`src/rtl/rcls_pkg.sv`:
```
// shared constants and codes for the reversible circular list store
`default_nettype none

package rcls_pkg;

  localparam int CAPACITY_DEF = 32;
  localparam int DATA_W       = 32;
  localparam int CMD_W        = 2;
  localparam int STATUS_W     = 2;

  localparam logic [CMD_W-1:0] CMD_APPEND  = 2'd0;
  localparam logic [CMD_W-1:0] CMD_DELETE  = 2'd1;
  localparam logic [CMD_W-1:0] CMD_DISPLAY = 2'd2;
  localparam logic [CMD_W-1:0] CMD_REVERSE = 2'd3;

  localparam logic [STATUS_W-1:0] ST_OK    = 2'd0;
  localparam logic [STATUS_W-1:0] ST_EMPTY = 2'd1;
  localparam logic [STATUS_W-1:0] ST_FULL  = 2'd2;

endpackage

`default_nettype wire

```
`src/rtl/reversible_circular_list_store.sv`:
```
// Ordered store of signed 32-bit values held in a ring memory
//
// Requests come in on cmd/value with in_valid/in_ready; results leave on
// item_value/status/last with out_valid/out_ready. Commands: append, delete
// tail, display all (head to tail), reverse order.
// Append and reverse answer in the cycle after the request.
// Delete reads the ring memory into the read data register, and its result
// is registered from that read data in the S_DEL state.
// Display issues one memory read per cycle while the receiver is not stalling
// and gives one result per stored entry, last marking the tail.
// Delete or display on an empty store answers in the cycle after the request
// with one result of status empty; append to a full store gives one result
// with status full.
// A new request is taken once the previous one has finished and the output
// register is empty or being drained, so one request is in work at a time.
// A stalled receiver holds the result register and freezes a display walk.
// Reset empties the store and clears the direction flag; memory contents
// are not cleared and are only read where they were written.
`default_nettype none

module reversible_circular_list_store
  import rcls_pkg::*;
#(
  parameter int CAPACITY = CAPACITY_DEF
) (
  input  wire logic                       clk,
  input  wire logic                       rst,
  input  wire logic                       in_valid,
  output logic                            in_ready,
  input  wire logic        [CMD_W-1:0]    cmd,
  input  wire logic signed [DATA_W-1:0]   value,
  output logic                            out_valid,
  input  wire logic                       out_ready,
  output logic signed      [DATA_W-1:0]   item_value,
  output logic             [STATUS_W-1:0] status,
  output logic                            last
);

  localparam int PTR_W = $clog2(CAPACITY);
  localparam int CNT_W = $clog2(CAPACITY + 1);
  localparam logic [PTR_W-1:0] PTR_LAST = PTR_W'(CAPACITY - 1);
  localparam logic [CNT_W-1:0] CNT_FULL = CNT_W'(CAPACITY);

  typedef enum logic [1:0] {
    S_IDLE,
    S_DEL,
    S_SHOW
  } state_t;

  state_t state;

  logic [PTR_W-1:0] front;
  logic [PTR_W-1:0] back;
  logic [CNT_W-1:0] count;
  logic             reversed;
  logic [PTR_W-1:0] walk;
  logic [CNT_W-1:0] remain;

  logic [DATA_W-1:0] mem [CAPACITY];
  logic [DATA_W-1:0] rd_data;
  logic              rd_en;
  logic [PTR_W-1:0]  rd_addr;
  logic              wr_en;
  logic [PTR_W-1:0]  wr_addr;

  logic accept;
  logic out_free;
  logic is_full;
  logic is_empty;
  logic [PTR_W-1:0] front_next;
  logic [PTR_W-1:0] front_prev;
  logic [PTR_W-1:0] back_prev;
  logic [PTR_W-1:0] walk_step;

  function automatic logic [PTR_W-1:0] ring_next(input logic [PTR_W-1:0] p);
    return (p == PTR_LAST) ? '0 : p + 1'b1;
  endfunction

  function automatic logic [PTR_W-1:0] ring_prev(input logic [PTR_W-1:0] p);
    return (p == '0) ? PTR_LAST : p - 1'b1;
  endfunction

  assign out_free   = !out_valid || out_ready;
  assign in_ready   = (state == S_IDLE) && out_free;
  assign accept     = in_valid && in_ready;
  assign is_full    = (count == CNT_FULL);
  assign is_empty   = (count == '0);
  assign front_next = ring_next(front);
  assign front_prev = ring_prev(front);
  assign back_prev  = ring_prev(back);
  assign walk_step  = reversed ? ring_prev(walk) : ring_next(walk);

  // memory access selection
  always_comb begin
    rd_en   = 1'b0;
    rd_addr = walk_step;
    wr_en   = 1'b0;
    wr_addr = back;
    if (accept) begin
      case (cmd)
        CMD_APPEND: begin
          wr_en   = !is_full;
          wr_addr = reversed ? front_prev : back;
        end
        CMD_DELETE: begin
          rd_en   = !is_empty;
          rd_addr = reversed ? front : back_prev;
        end
        CMD_DISPLAY: begin
          rd_en   = !is_empty;
          rd_addr = reversed ? back_prev : front;
        end
        default: begin
          rd_en = 1'b0;
        end
      endcase
    end else if (state == S_SHOW && out_free && remain != CNT_W'(1)) begin
      // prefetch the next entry while the current one goes out
      rd_en   = 1'b1;
      rd_addr = walk_step;
    end
  end

  always_ff @(posedge clk) begin
    if (wr_en) begin
      mem[wr_addr] <= value;
    end
    if (rd_en) begin
      rd_data <= mem[rd_addr];
    end
  end

  always_ff @(posedge clk) begin
    if (rst) begin
      state     <= S_IDLE;
      out_valid <= 1'b0;
      front     <= '0;
      back      <= '0;
      count     <= '0;
      reversed  <= 1'b0;
      walk      <= '0;
      remain    <= '0;
    end else begin
      if (out_valid && out_ready) begin
        out_valid <= 1'b0;
      end
      case (state)
        S_IDLE: begin
          if (accept) begin
            item_value <= '0;
            status     <= ST_OK;
            last       <= 1'b1;
            case (cmd)
              CMD_APPEND: begin
                out_valid <= 1'b1;
                if (is_full) begin
                  status <= ST_FULL;
                end else begin
                  count <= count + 1'b1;
                  if (reversed) begin
                    front <= front_prev;
                  end else begin
                    back <= ring_next(back);
                  end
                end
              end
              CMD_DELETE: begin
                if (is_empty) begin
                  out_valid <= 1'b1;
                  status    <= ST_EMPTY;
                end else begin
                  count <= count - 1'b1;
                  state <= S_DEL;
                  if (reversed) begin
                    front <= front_next;
                  end else begin
                    back <= back_prev;
                  end
                end
              end
              CMD_DISPLAY: begin
                if (is_empty) begin
                  out_valid <= 1'b1;
                  status    <= ST_EMPTY;
                end else begin
                  walk   <= reversed ? back_prev : front;
                  remain <= count;
                  state  <= S_SHOW;
                end
              end
              CMD_REVERSE: begin
                out_valid <= 1'b1;
                reversed  <= !reversed;
              end
              default: begin
                out_valid <= 1'b0;
              end
            endcase
          end
        end
        S_DEL: begin
          if (out_free) begin
            out_valid  <= 1'b1;
            item_value <= rd_data;
            status     <= ST_OK;
            last       <= 1'b1;
            state      <= S_IDLE;
          end
        end
        S_SHOW: begin
          if (out_free) begin
            out_valid  <= 1'b1;
            item_value <= rd_data;
            status     <= ST_OK;
            last       <= (remain == CNT_W'(1));
            remain     <= remain - 1'b1;
            walk       <= walk_step;
            if (remain == CNT_W'(1)) begin
              state <= S_IDLE;
            end
          end
        end
        default: begin
          state <= S_IDLE;
        end
      endcase
    end
  end

  // ring bookkeeping: back always sits count entries past front
  logic [CNT_W:0] ptr_sum;
  logic [PTR_W-1:0] back_expect;
  assign ptr_sum     = (CNT_W + 1)'(front) + (CNT_W + 1)'(count);
  assign back_expect = (ptr_sum >= (CNT_W + 1)'(CAPACITY)) ?
                       PTR_W'(ptr_sum - (CNT_W + 1)'(CAPACITY)) : PTR_W'(ptr_sum);

  a_count_bound: assert property (@(posedge clk) disable iff (rst)
    count <= CNT_FULL)
    else $error("entry count above capacity");

  a_ring_consistent: assert property (@(posedge clk) disable iff (rst)
    back_expect == back)
    else $error("front, back and count disagree");

  a_append_grows: assert property (@(posedge clk) disable iff (rst)
    accept && cmd == CMD_APPEND && !is_full |=> count == $past(count) + 1'b1)
    else $error("append did not add an entry");

  a_walk_nonempty: assert property (@(posedge clk) disable iff (rst)
    state == S_SHOW |-> remain != '0 && remain <= count)
    else $error("display walk out of range");

  a_empty_is_last: assert property (@(posedge clk) disable iff (rst)
    out_valid && (status == ST_EMPTY || status == ST_FULL) |-> last && item_value == '0)
    else $error("error result not single");

endmodule

`default_nettype wire
```
`config.mk`:
```
export PLATFORM = sky130hd
export DESIGN_NAME = reversible_circular_list_store
export DESIGN_NICKNAME = d
export VERILOG_FILES = /design/src/rtl/rcls_pkg.sv /design/src/rtl/reversible_circular_list_store.sv
export SDC_FILE = /design/constraint.sdc
export NUM_CORES = 1
export LEC_CHECK = 0
export ABC_AREA = 1
export BUFFER_PORTS_ARGS = -buffer_cell sky130_fd_sc_hd__buf_2
export CELL_PAD_IN_SITES_DETAIL_PLACEMENT = 0
export CELL_PAD_IN_SITES_GLOBAL_PLACEMENT = 1
export CORE_MARGIN = 2
export CORE_UTILIZATION = 48
export CTS_BUF_LIST = sky130_fd_sc_hd__clkbuf_8
export DETAILED_ROUTE_END_ITERATION = 16
export GPL_ROUTABILITY_DRIVEN = 0
export MAX_ROUTING_LAYER = met4
export PLACE_DENSITY_LB_ADDON = 0.1
export SETUP_SLACK_MARGIN = 0.2
export SYNTH_ARGS = -nofsm -noshare
export SYNTH_HDL_FRONTEND = slang
export SYNTH_SLANG_ARGS = --single-unit
```
`constraint.sdc`:
```
create_clock -name clk -period 8.8 [get_ports clk]
set_input_delay 2.2 -clock clk [delete_from_list [all_inputs] [get_ports clk]]
set_output_delay 2.2 -clock clk [all_outputs]
set_load 0.005 [all_outputs]
```
# ---- Yosys cells after proc, flatten, opt, wreduce, memory -nomap -nowiden
# Memories as Yosys holds them, arrays and structs flattened. A register that Yosys moved wholly into a read port is not among the register bits.
# Cells that the tools add are included.
dict set report word_totals {
  output_inout_bits 37
  n_memories 1
  reg_bits 66
  ram_bits 1024
  input_bits 38
  elab_cells 150
}
dict set report classes {
  bitwise_logic 1
  mux 70
  reduce_logical 31
  n_eq_ne 27
  n_addsub 9
}
# memory words word_bits read_ports rd_ports_with_merged_regs wr line_no
set memory_table {}
lappend memory_table {mem 32 32 1 1 1 reversible_circular_list_store.sv:59} ;# logic [DATA_W-1:0] mem [CAPACITY];
# cell n
set ops {}
lappend ops {{$mux 5} 25}
lappend ops {{$mux 32} 2}
lappend ops {{$pmux 32 s2} 1}
lappend ops {{$pmux 5 s2} 4}
lappend ops {{$mux 6} 6}
lappend ops {{$pmux 6 s2} 2}
lappend ops {{$reduce_and 7->1} 3}
lappend ops {{$ne 2x2->1 const B} 10}
lappend ops {{$mux 2} 8}
lappend ops {{$add 5x1->5 const B} 3}
lappend ops {{$eq 5x5->1 const B} 3}
lappend ops {{$logic_not 5->1} 3}
lappend ops {{$mux 1} 15}
lappend ops {{$reduce_and 5->1} 3}
lappend ops {{$sub 5x1->5 const B} 3}
lappend ops {{$pmux 2 s2} 3}
lappend ops {{$sub 6x1->6 const B} 2}
lappend ops {{$add 6x1->6 const B} 1}
lappend ops {{$eq 2x2->1 const B} 3}
lappend ops {{$eq 6x1->1 const B} 1}
lappend ops {{$eq 6x6->1 const B} 1}
lappend ops {{$logic_not 6->1} 1}
lappend ops {{$ne 2x1->1 const B} 3}
lappend ops {{$ne 3x3->1 const B} 2}
lappend ops {{16 further kinds} 30}

# ---- Depth between registers and ports, before layout
# Gate-level depths: netlist of run 1.
dict set report logic_depth {
  ltp_word 7
  mapped_depth 19
  depth_no_buf 17
}

# ---- Worst setup path after synthesis of run 1
# Ideal clock, no wire load.
dict set report synth_path {
  path_type {input to register}
  startpoint {in out_ready}
  endpoint {reg item_value[0], enable pin}
  required_ps 8191
  path_stages 8
  n_path_buf 0
  path_slack_ps 55
  t_arrival_ps 8136
  setup_ps 609
  path_cell_list {inv_1 > nand2_1 > inv_1 > nor2_1 > nand2_1 > inv_2 > nor2_1 > a2111oi_0}
}
dict set report synth_via {
  elab_chain_cells 5
  word_cells_on_any_way 6
  classes_between {2 x eq/ne; 4 x reduce/logical}
}
# element line_no
set synth_lines {}
lappend synth_lines {{from (decl)} reversible_circular_list_store.sv:33} ;# input wire logic out_ready,
lappend synth_lines {{$logic_or 1x1->1} reversible_circular_list_store.sv:83} ;# assign out_free = !out_valid || out_ready;
lappend synth_lines {{$logic_and 1x1->1} reversible_circular_list_store.sv:84} ;# assign in_ready = (state == S_IDLE) && out_free;
lappend synth_lines {{via in_ready} reversible_circular_list_store.sv:29} ;# output logic in_ready,
lappend synth_lines {{$logic_and 1x1->1} reversible_circular_list_store.sv:85} ;# assign accept = in_valid && in_ready;
lappend synth_lines {{$ne 2x2->1 (no source line)} --}
lappend synth_lines {{$reduce_and 4->1 (no source line)} --}
lappend synth_lines {{to (signal assigned)} reversible_circular_list_store.sv:204} ;# item_value <= rd_data;
lappend synth_lines {{to (signal assigned)} reversible_circular_list_store.sv:213} ;# item_value <= rd_data;
lappend synth_lines {{to (decl)} reversible_circular_list_store.sv:34} ;# output logic signed [DATA_W-1:0] item_value,
# The timed path passes the listed nets, and every way through them passes these cells.
# A chain may end at the register's enable or synchronous reset.

# ---- Worst setup path after layout of run 1
dict set report layout_path {
  startpoint {in cmd[1]}
  endpoint {reg rd_data[9] (read register of mem), data pin}
}
dict set report layout_via {
  elab_chain_cells 4
  word_cells_on_any_way 7
  classes_between {2 x eq/ne; 4 x mux; 1 x reduce/logical}
}
# element line_no
set layout_lines {}
lappend layout_lines {{from (decl)} reversible_circular_list_store.sv:30} ;# input wire logic [CMD_W-1:0] cmd,
lappend layout_lines {{$eq 2x2->1 / $eq 2x1->1 (equally long branches)} reversible_circular_list_store.sv:100} ;# case (cmd)
lappend layout_lines {{$reduce_or 2->1 (no source line)} --}
lappend layout_lines {{$mux 1} --}
lappend layout_lines {{$mux 1} reversible_circular_list_store.sv:99} ;# if (accept) begin
lappend layout_lines {{to (decl)} reversible_circular_list_store.sv:60} ;# logic [DATA_W-1:0] rd_data;
# Several ways; a longest one is shown, not always the timed one.

==> results of run 1 <==
-- path summary, 6_finish.rpt --
| kind | startpoint | to | cells after the start |
|---|---|---|---|
| worst min register to register | count[0] | remain[0] | 2 |
| worst max register to register | state[0] | mem[17][10] | 13 |
| worst min-delay path | count[0] | remain[0] | 2 |
| worst max-delay path | cmd[1] | rd_data[9] | 19 |
-- state kept, by name, summed over array words and instances (netlist names) --
| signal | cells |
|---|---|
| count | 6 |
| out_valid | 1 |
| walk | 5 |
| front | 5 |
| back | 5 |
| reversed | 1 |
| mem | 1024 |
| status | 2 |
| remain | 6 |
| rd_data | 32 |
| item_value | 32 |
| last | 1 |
| state | 2 |
-- routing by layer --
metal	GRT usage, %	up-vias	share of wire [%]
met1	40.9	16900	45
met4	8.45	0	2.4
li1	-	15900	-
met5	-	-	0
met2	43.7	1319	45
met3	4.43	240	7.3
-- Yosys cell counts (7+ instances only) --
master / count
ha_1: 24
buf_2: 168
edfxtp_1: 1091
nor2_1: 74
buf_1: 23
nand3b_1: 129
xor2_1: 9
nand2_1: 1174
inv_1: 599
dfxtp_1: 31
clkbuf_1: 89
o21ai_0: 36
a211oi_1: 10
a21oi_1: 32
xnor2_1: 7
nand3_1: 1110
-- power groups by stage --
stage	logic (mW)	clock network, mW	registers (mW)
after global placement	4.05	0	6.31
after detailed placement	4.05	0	6.31
after CTS	4.06	4.21	6.20
after floorplan	2.65	0	6.29
final	4.07	4.13	6.20
after global routing	4.48	4.44	6.21
-- kinds of logic after synthesis --
group / Yosys count / share of synthesized area [%]
AND/OR/NAND/NOR: 2508 / 23.0
AO/OA/AOI/OAI: 104 / 1.20
buffers and inverters: 891 / 7.25
adder cells (fa/ha/maj): 25 / 0.649
flip-flops: 1122 / 67.6
XOR/XNOR: 16 / 0.284
-- per-stage QoR --
stage | total power [mW] | setup slack (ps) | util [%]
after global placement | 10.4 | 2230 | 50.2
after CTS | 14.5 | 3110 | 53.4
final | 14.4 | 2940 | 53.4
after detailed placement | 10.4 | 2210 | 50.2
after floorplan | 8.94 | 1720 | -
after global routing | 15.1 | 2690 | 53.4
-- worst reg2reg max path: cells and delay by family, from the launching register on --
family	cells	cell delay, ps
AO/OA/AOI/OAI	1	190
buffers and inverters	5	920
AND/OR/NAND/NOR	6	2600
flip-flops	1	320
adder cells (fa/ha/maj)	1	280
-- final cells by class --
class,instances,area (µm²),share of cell area [%]
well taps,1368,1710,3.15
clock inverters,145,611,1.12
diodes,11,27.5,0.0506
flip-flops and latches,1122,33400,61.3
inverters,606,2290,4.21
repair buffers,139,971,1.78
clock buffers,195,2680,4.93
multi-input cells,2653,12700,23.4
==> results.py, run 1 <==
metrics = {
    "run_status": {
        "status": "complete, no violations",
    },
    "finish": {
        "area_delta_synth_final_pct": 10.2,
        "fillCellCount": 9197,
        "final_cell_count_no_fill": 6239,
        "fin_area_um2": 54400,
        "mostFrequentLayoutCells": "nand2_1 (1,173), nand3_1 (1,110), edfxtp_1 (1,091), inv_1 (662), clkbuf_8 (195)",
        "final_common_cell": "nand2_1",
        "drive_above_1_share_pct": 8.44,
        "final_nets": 4775,
    },
    "power_and_ir_drop": {
        "power_frac_clock_pct": 28.7,
        "p_int_mw": 9.26,
        "p_comb_share_pct": 28.3,
        "power_frac_seq_pct": 43.1,
        "netSwitchingFraction_pct": 35.8,
        "vdd_ir_drop_max_mv": 0.273,
        "switchingPower_mw": 5.15,
        "power_density_nw_per_um2": 265,
        "power_leakage_nw": 21.9,
    },
    "placement": {
        "placement.io_buffers": 74,
        "dp.cells": 5888,
        "placement.cell_area_um2": 51100,
        "hpwl_um": 73200,
    },
    "synth": {
        "synth_flop_cell": "edfxtp_1",
        "synth_cells": 4666,
        "synth_edf_count": 1091,
        "ys_types": 43,
        "synth.area.top_cells": "edfxtp_1 (66%), nand3_1 (11%), nand2_1 (8.9%)",
        "avgSynthCellArea_um2": 10.6,
        "synth-seq-cells": 1122,
        "synth_top_area_share_pct": 66.4,
        "syn_nets": 4729,
        "syn_area_um2": 49400,
        "yosys.area.top_type": "edfxtp_1",
        "ys_seq_area_share_pct": 67.6,
        "yosysWarnings": 0,
        "postSynth.asyncResetShare_pct": 0,
    },
    "global_routing": {
        "antenna_found_initial": 19,
        "grt_max_degree": 172,
        "grt_pass1_vias": 32600,
        "grt_first_pass_wirelength_um": 218000,
        "grt_overflow": 0,
        "grt.total_usage_pct": 29.0,
    },
    "die": {
        "rows": 117,
        "die_h_um": 325,
        "core_area_um2": 102000,
        "initial_utilization_pct": 48.5,
        "num_io_pins": 75,
        "die_w_um": 325,
        "dieArea_um2": 105000,
    },
    "timing": {
        "fin_setup_tns_ps": 0,
        "grt_setup_unrepaired": "false",
        "finalSetupViolations": 0,
        "fmax_mhz": 171,
        "holdWs_ps": 500,
        "max_slew.worst_pin.slew_ps": 1350,
        "finalHoldViolCount": 0,
        "finalClockSkew_ps": 37.0,
        "post-route-period-util_pct": 66.6,
        "slew_headroom_pct": 9.67,
        "finalCriticalPeriod_ps": 5860,
        "drv_slew": 0,
    },
    "clock_tree": {
        "cts_max_path_buffers": 3,
        "cts_hold_buf": 0,
        "post_cts_buffers": 0,
        "cts_tree": "built",
        "clk_latency_ps": 870,
        "clock-sinks": 1122,
        "cts-root-buf": "clkbuf_8",
        "cts.clk_slew.worst_paths_ps": 50,
        "cts_resized": 0,
        "htreeDepth": 4,
        "numCtsBuffers": 190,
    },
    "detailed_routing": {
        "wl_per_cell_um": 23.9,
        "vias_per_cell": 5.51,
        "routed_wl_um": 149000,
        "drtIter0Drc": 3579,
        "drc": 0,
        "ant_nets": 0,
        "num_vias": 34400,
        "drtPass1Iterations": 5,
    },
    "critical_path": {
        "crit_chain": "buf_2 > inv_1 > ha_1 > inv_2 > nor2_2 > nand2_1 > nand2_1 > inv_2 > nand2_8 > nand2_8 > buf_12 > nand2_1 > nand2_1 > nand2_1 > nand3_1 > nand3_1 > nand2_1 > nand2_1 > nand2_1",
        "crit_top_cell": "nand2_1",
        "cp.arrival_ps": 6450,
        "cp_slowest_cell": "ha_1",
        "r2r_slack_ps": 4160,
        "start_kind": "input pin",
        "path_buf_inv": 5,
        "crit_required_ps": 9390,
        "worstSetupPathType": "in -> reg",
        "cp_max_fo": 141,
        "endpoint_kind": "register",
        "cpPeakStageDelay_ps": 710,
        "critPathTopFamily": "simple AND/OR/NAND/NOR gates",
    },
    "hold_path": {
        "hold_path.class": "reg -> reg",
    },
    "run": {
        "drv_cap": 0,
    },
}
No activity file was read; power rests on OpenSTA's default activity.
==> run 2: changes to the inputs <==
Clock period 8.8 ns to 5.2 ns, I/O delays scaled along.
==> run 2 against run 1 <==
- power rose by 71%
- cell area grew 1.9%
- clock power grew 71%
- global-route usage down 0.083 points
- largest power group unchanged
- largest cell class unchanged
- first-iteration DRC count shrank 4.3%
- via count is 0.46% higher
- sequential power rose by 69%
- sequential share of layout area down 1.1 points
- critical path type is now reg -> reg
- count of clock-buffer cells in the layout is 1 lower
- combinational power rose by 74%
- worst setup slack lost 1700 ps
==> results.py, run 2 (synthesis results as in run 1) <==
metrics = {
    "run_status": {
        "status": "complete, no violations",
    },
    "die": {
        "initial_utilization_pct": 48.5,
        "die_w_um": 325,
        "dieArea_um2": 105000,
        "num_io_pins": 75,
        "core_area_um2": 102000,
        "die_h_um": 325,
        "rows": 117,
    },
    "run": {
        "drv_cap": 0,
    },
    "finish": {
        "drive_above_1_share_pct": 10.1,
        "reg_top3": "mem: 1024 flops, item_value: 32 flops, rd_data: 32 flops",
        "final_nets": 4843,
        "largest_reg_flops": 1024,
        "final_common_cell": "nand2_1",
        "mostFrequentLayoutCells": "nand2_1 (1,173), nand3_1 (1,110), edfxtp_1 (1,091), inv_1 (652), clkbuf_8 (194)",
        "final_cell_count_no_fill": 6289,
        "area_delta_synth_final_pct": 12.3,
        "largest_register": "mem",
    },
    "global_routing": {
        "grt_max_degree": 154,
        "grt_overflow": 0,
        "grt.total_usage_pct": 28.9,
        "grt_first_pass_wirelength_um": 219000,
        "antenna_found_initial": 12,
        "grt_pass1_vias": 32600,
    },
    "critical_path": {
        "critPathTopFamily": "simple AND/OR/NAND/NOR gates",
        "crit_top_cell": "nand2_1",
        "cp_max_fo": 45,
        "start_kind": "register",
        "crit_chain": "ha_1 > nand2_1 > nor2_1 > ha_1 > a21oi_1 > a31oi_1 > nand2_8 > nand2_8 > buf_12 > buf_12 > nand2_1 > nand3_1 > nand3_1 > nand3_1 > nand2_1 > nand2_1 > nand2_1",
        "worstSetupPathType": "reg -> reg",
        "cp.arrival_ps": 4480,
        "endpoint_kind": "register",
        "cpPeakStageDelay_ps": 470,
        "path_buf_inv": 2,
        "cp_slowest_cell": "a31oi_1",
        "crit_required_ps": 5740,
    },
    "timing": {
        "max_slew.worst_pin.slew_ps": 1030,
        "fin_setup_tns_ps": 0,
        "finalSetupViolations": 0,
        "drv_slew": 0,
        "post-route-period-util_pct": 75.8,
        "finalHoldViolCount": 0,
        "grt_setup_unrepaired": "false",
        "finalCriticalPeriod_ps": 3940,
        "fmax_mhz": 254,
        "finalClockSkew_ps": 38.4,
        "slew_headroom_pct": 31.5,
    },
    "clock_tree": {
        "cts-root-buf": "clkbuf_8",
        "post_cts_buffers": 0,
        "cts.clk_slew.worst_paths_ps": 60,
        "htreeDepth": 4,
        "clock-sinks": 1122,
        "cts_tree": "built",
        "cts_resized": 0,
        "clk_latency_ps": 850,
        "numCtsBuffers": 189,
        "cts_max_path_buffers": 3,
        "cts_hold_buf": 0,
    },
    "detailed_routing": {
        "num_vias": 34600,
        "routed_wl_um": 148000,
        "drtIter0Drc": 3426,
        "drtPass1Iterations": 6,
        "wl_per_cell_um": 23.6,
        "drc": 0,
        "vias_per_cell": 5.50,
        "ant_nets": 0,
    },
    "power_and_ir_drop": {
        "power_leakage_nw": 22.4,
        "total_power_mw": 24.7,
        "vdd_ir_drop_max_mv": 0.404,
        "power_density_nw_per_um2": 445,
    },
    "placement": {
        "hpwl_um": 76800,
        "placement.io_buffers": 74,
        "dp.cells": 5957,
    },
    "hold_path": {
        "hold_path.class": "reg -> reg",
    },
}
[run 2: cell types whose count changed in the layout (fill, tap and decap cells not counted), moves of 2 or more]
cell        delta
clkinvlp_4     +2
buf_4         +30
buf_12        +39
inv_6          -2
clkinv_1      -22
inv_1         -10
bufinv_16      +2
diode_2        -4
clkinv_2      +15
[run 2: final timing paths]
path,cells after the start,from,endpoint,slack (ps)
worst max register to register,17,walk[0],rd_data[19],1260
worst min-delay path,2,rd_data[27],item_value[27],500
worst max-delay path,17,walk[0],rd_data[19],1260
worst min register to register,2,rd_data[27],item_value[27],500
[run 2: cell type report]
cell class              instances  area (µm²)
flip-flops and latches       1122       33400
inverters                     606        2290
diodes                          7        17.5
clock buffers                 194        2670
fillers                      9060       46400
repair buffers                208        1980
clock inverters               131         639
well taps                    1368        1710
multi-input cells            2653       12800
[run 2: power breakdown]
| group | leakage [nW] | total [mW] | internal, mW | switching, mW |
|---|---|---|---|---|
| Sequential | 10.1 | 10.5 | 10.4 | 0.176 |
| Combinational | 10.4 | 7.07 | 2.04 | 5.03 |
| Clock | 1.90 | 7.08 | 3.54 | 3.54 |
[run 2: worst reg2reg max path, stage by stage, from the launching register on]
cell     delay (ps)
dfxtp_1         420
ha_1            210
nand2_1          80
nor2_1          120
ha_1            190
a21oi_1          70
a31oi_1         470
nand2_8         420
nand2_8         460
buf_12          310
buf_12          280
nand2_1          80
nand3_1          80
nand3_1         100
nand3_1         110
nand2_1          60
nand2_1          60
nand2_1         130
[run 2: layer usage]
metal	GRT usage (%)	share of wire (%)
met4	9.32	3.0
met1	40.2	44
met2	43.4	46
met5	-	0
met3	4.84	7.8
[run 2: per-stage QoR]
stage          worst slack, ps  utilization [%]  hold WS (ps)  instance area (µm²)
2_1_floorplan              713                -           443                49400
3_3_place_gp               789             51.2           490                52100
3_5_place_dp               752             51.2           488                52100
4_1_cts                   1200             54.4           501                55400
5_1_grt                    947             54.4           531                55400
6_report                  1260             54.4           501                55400
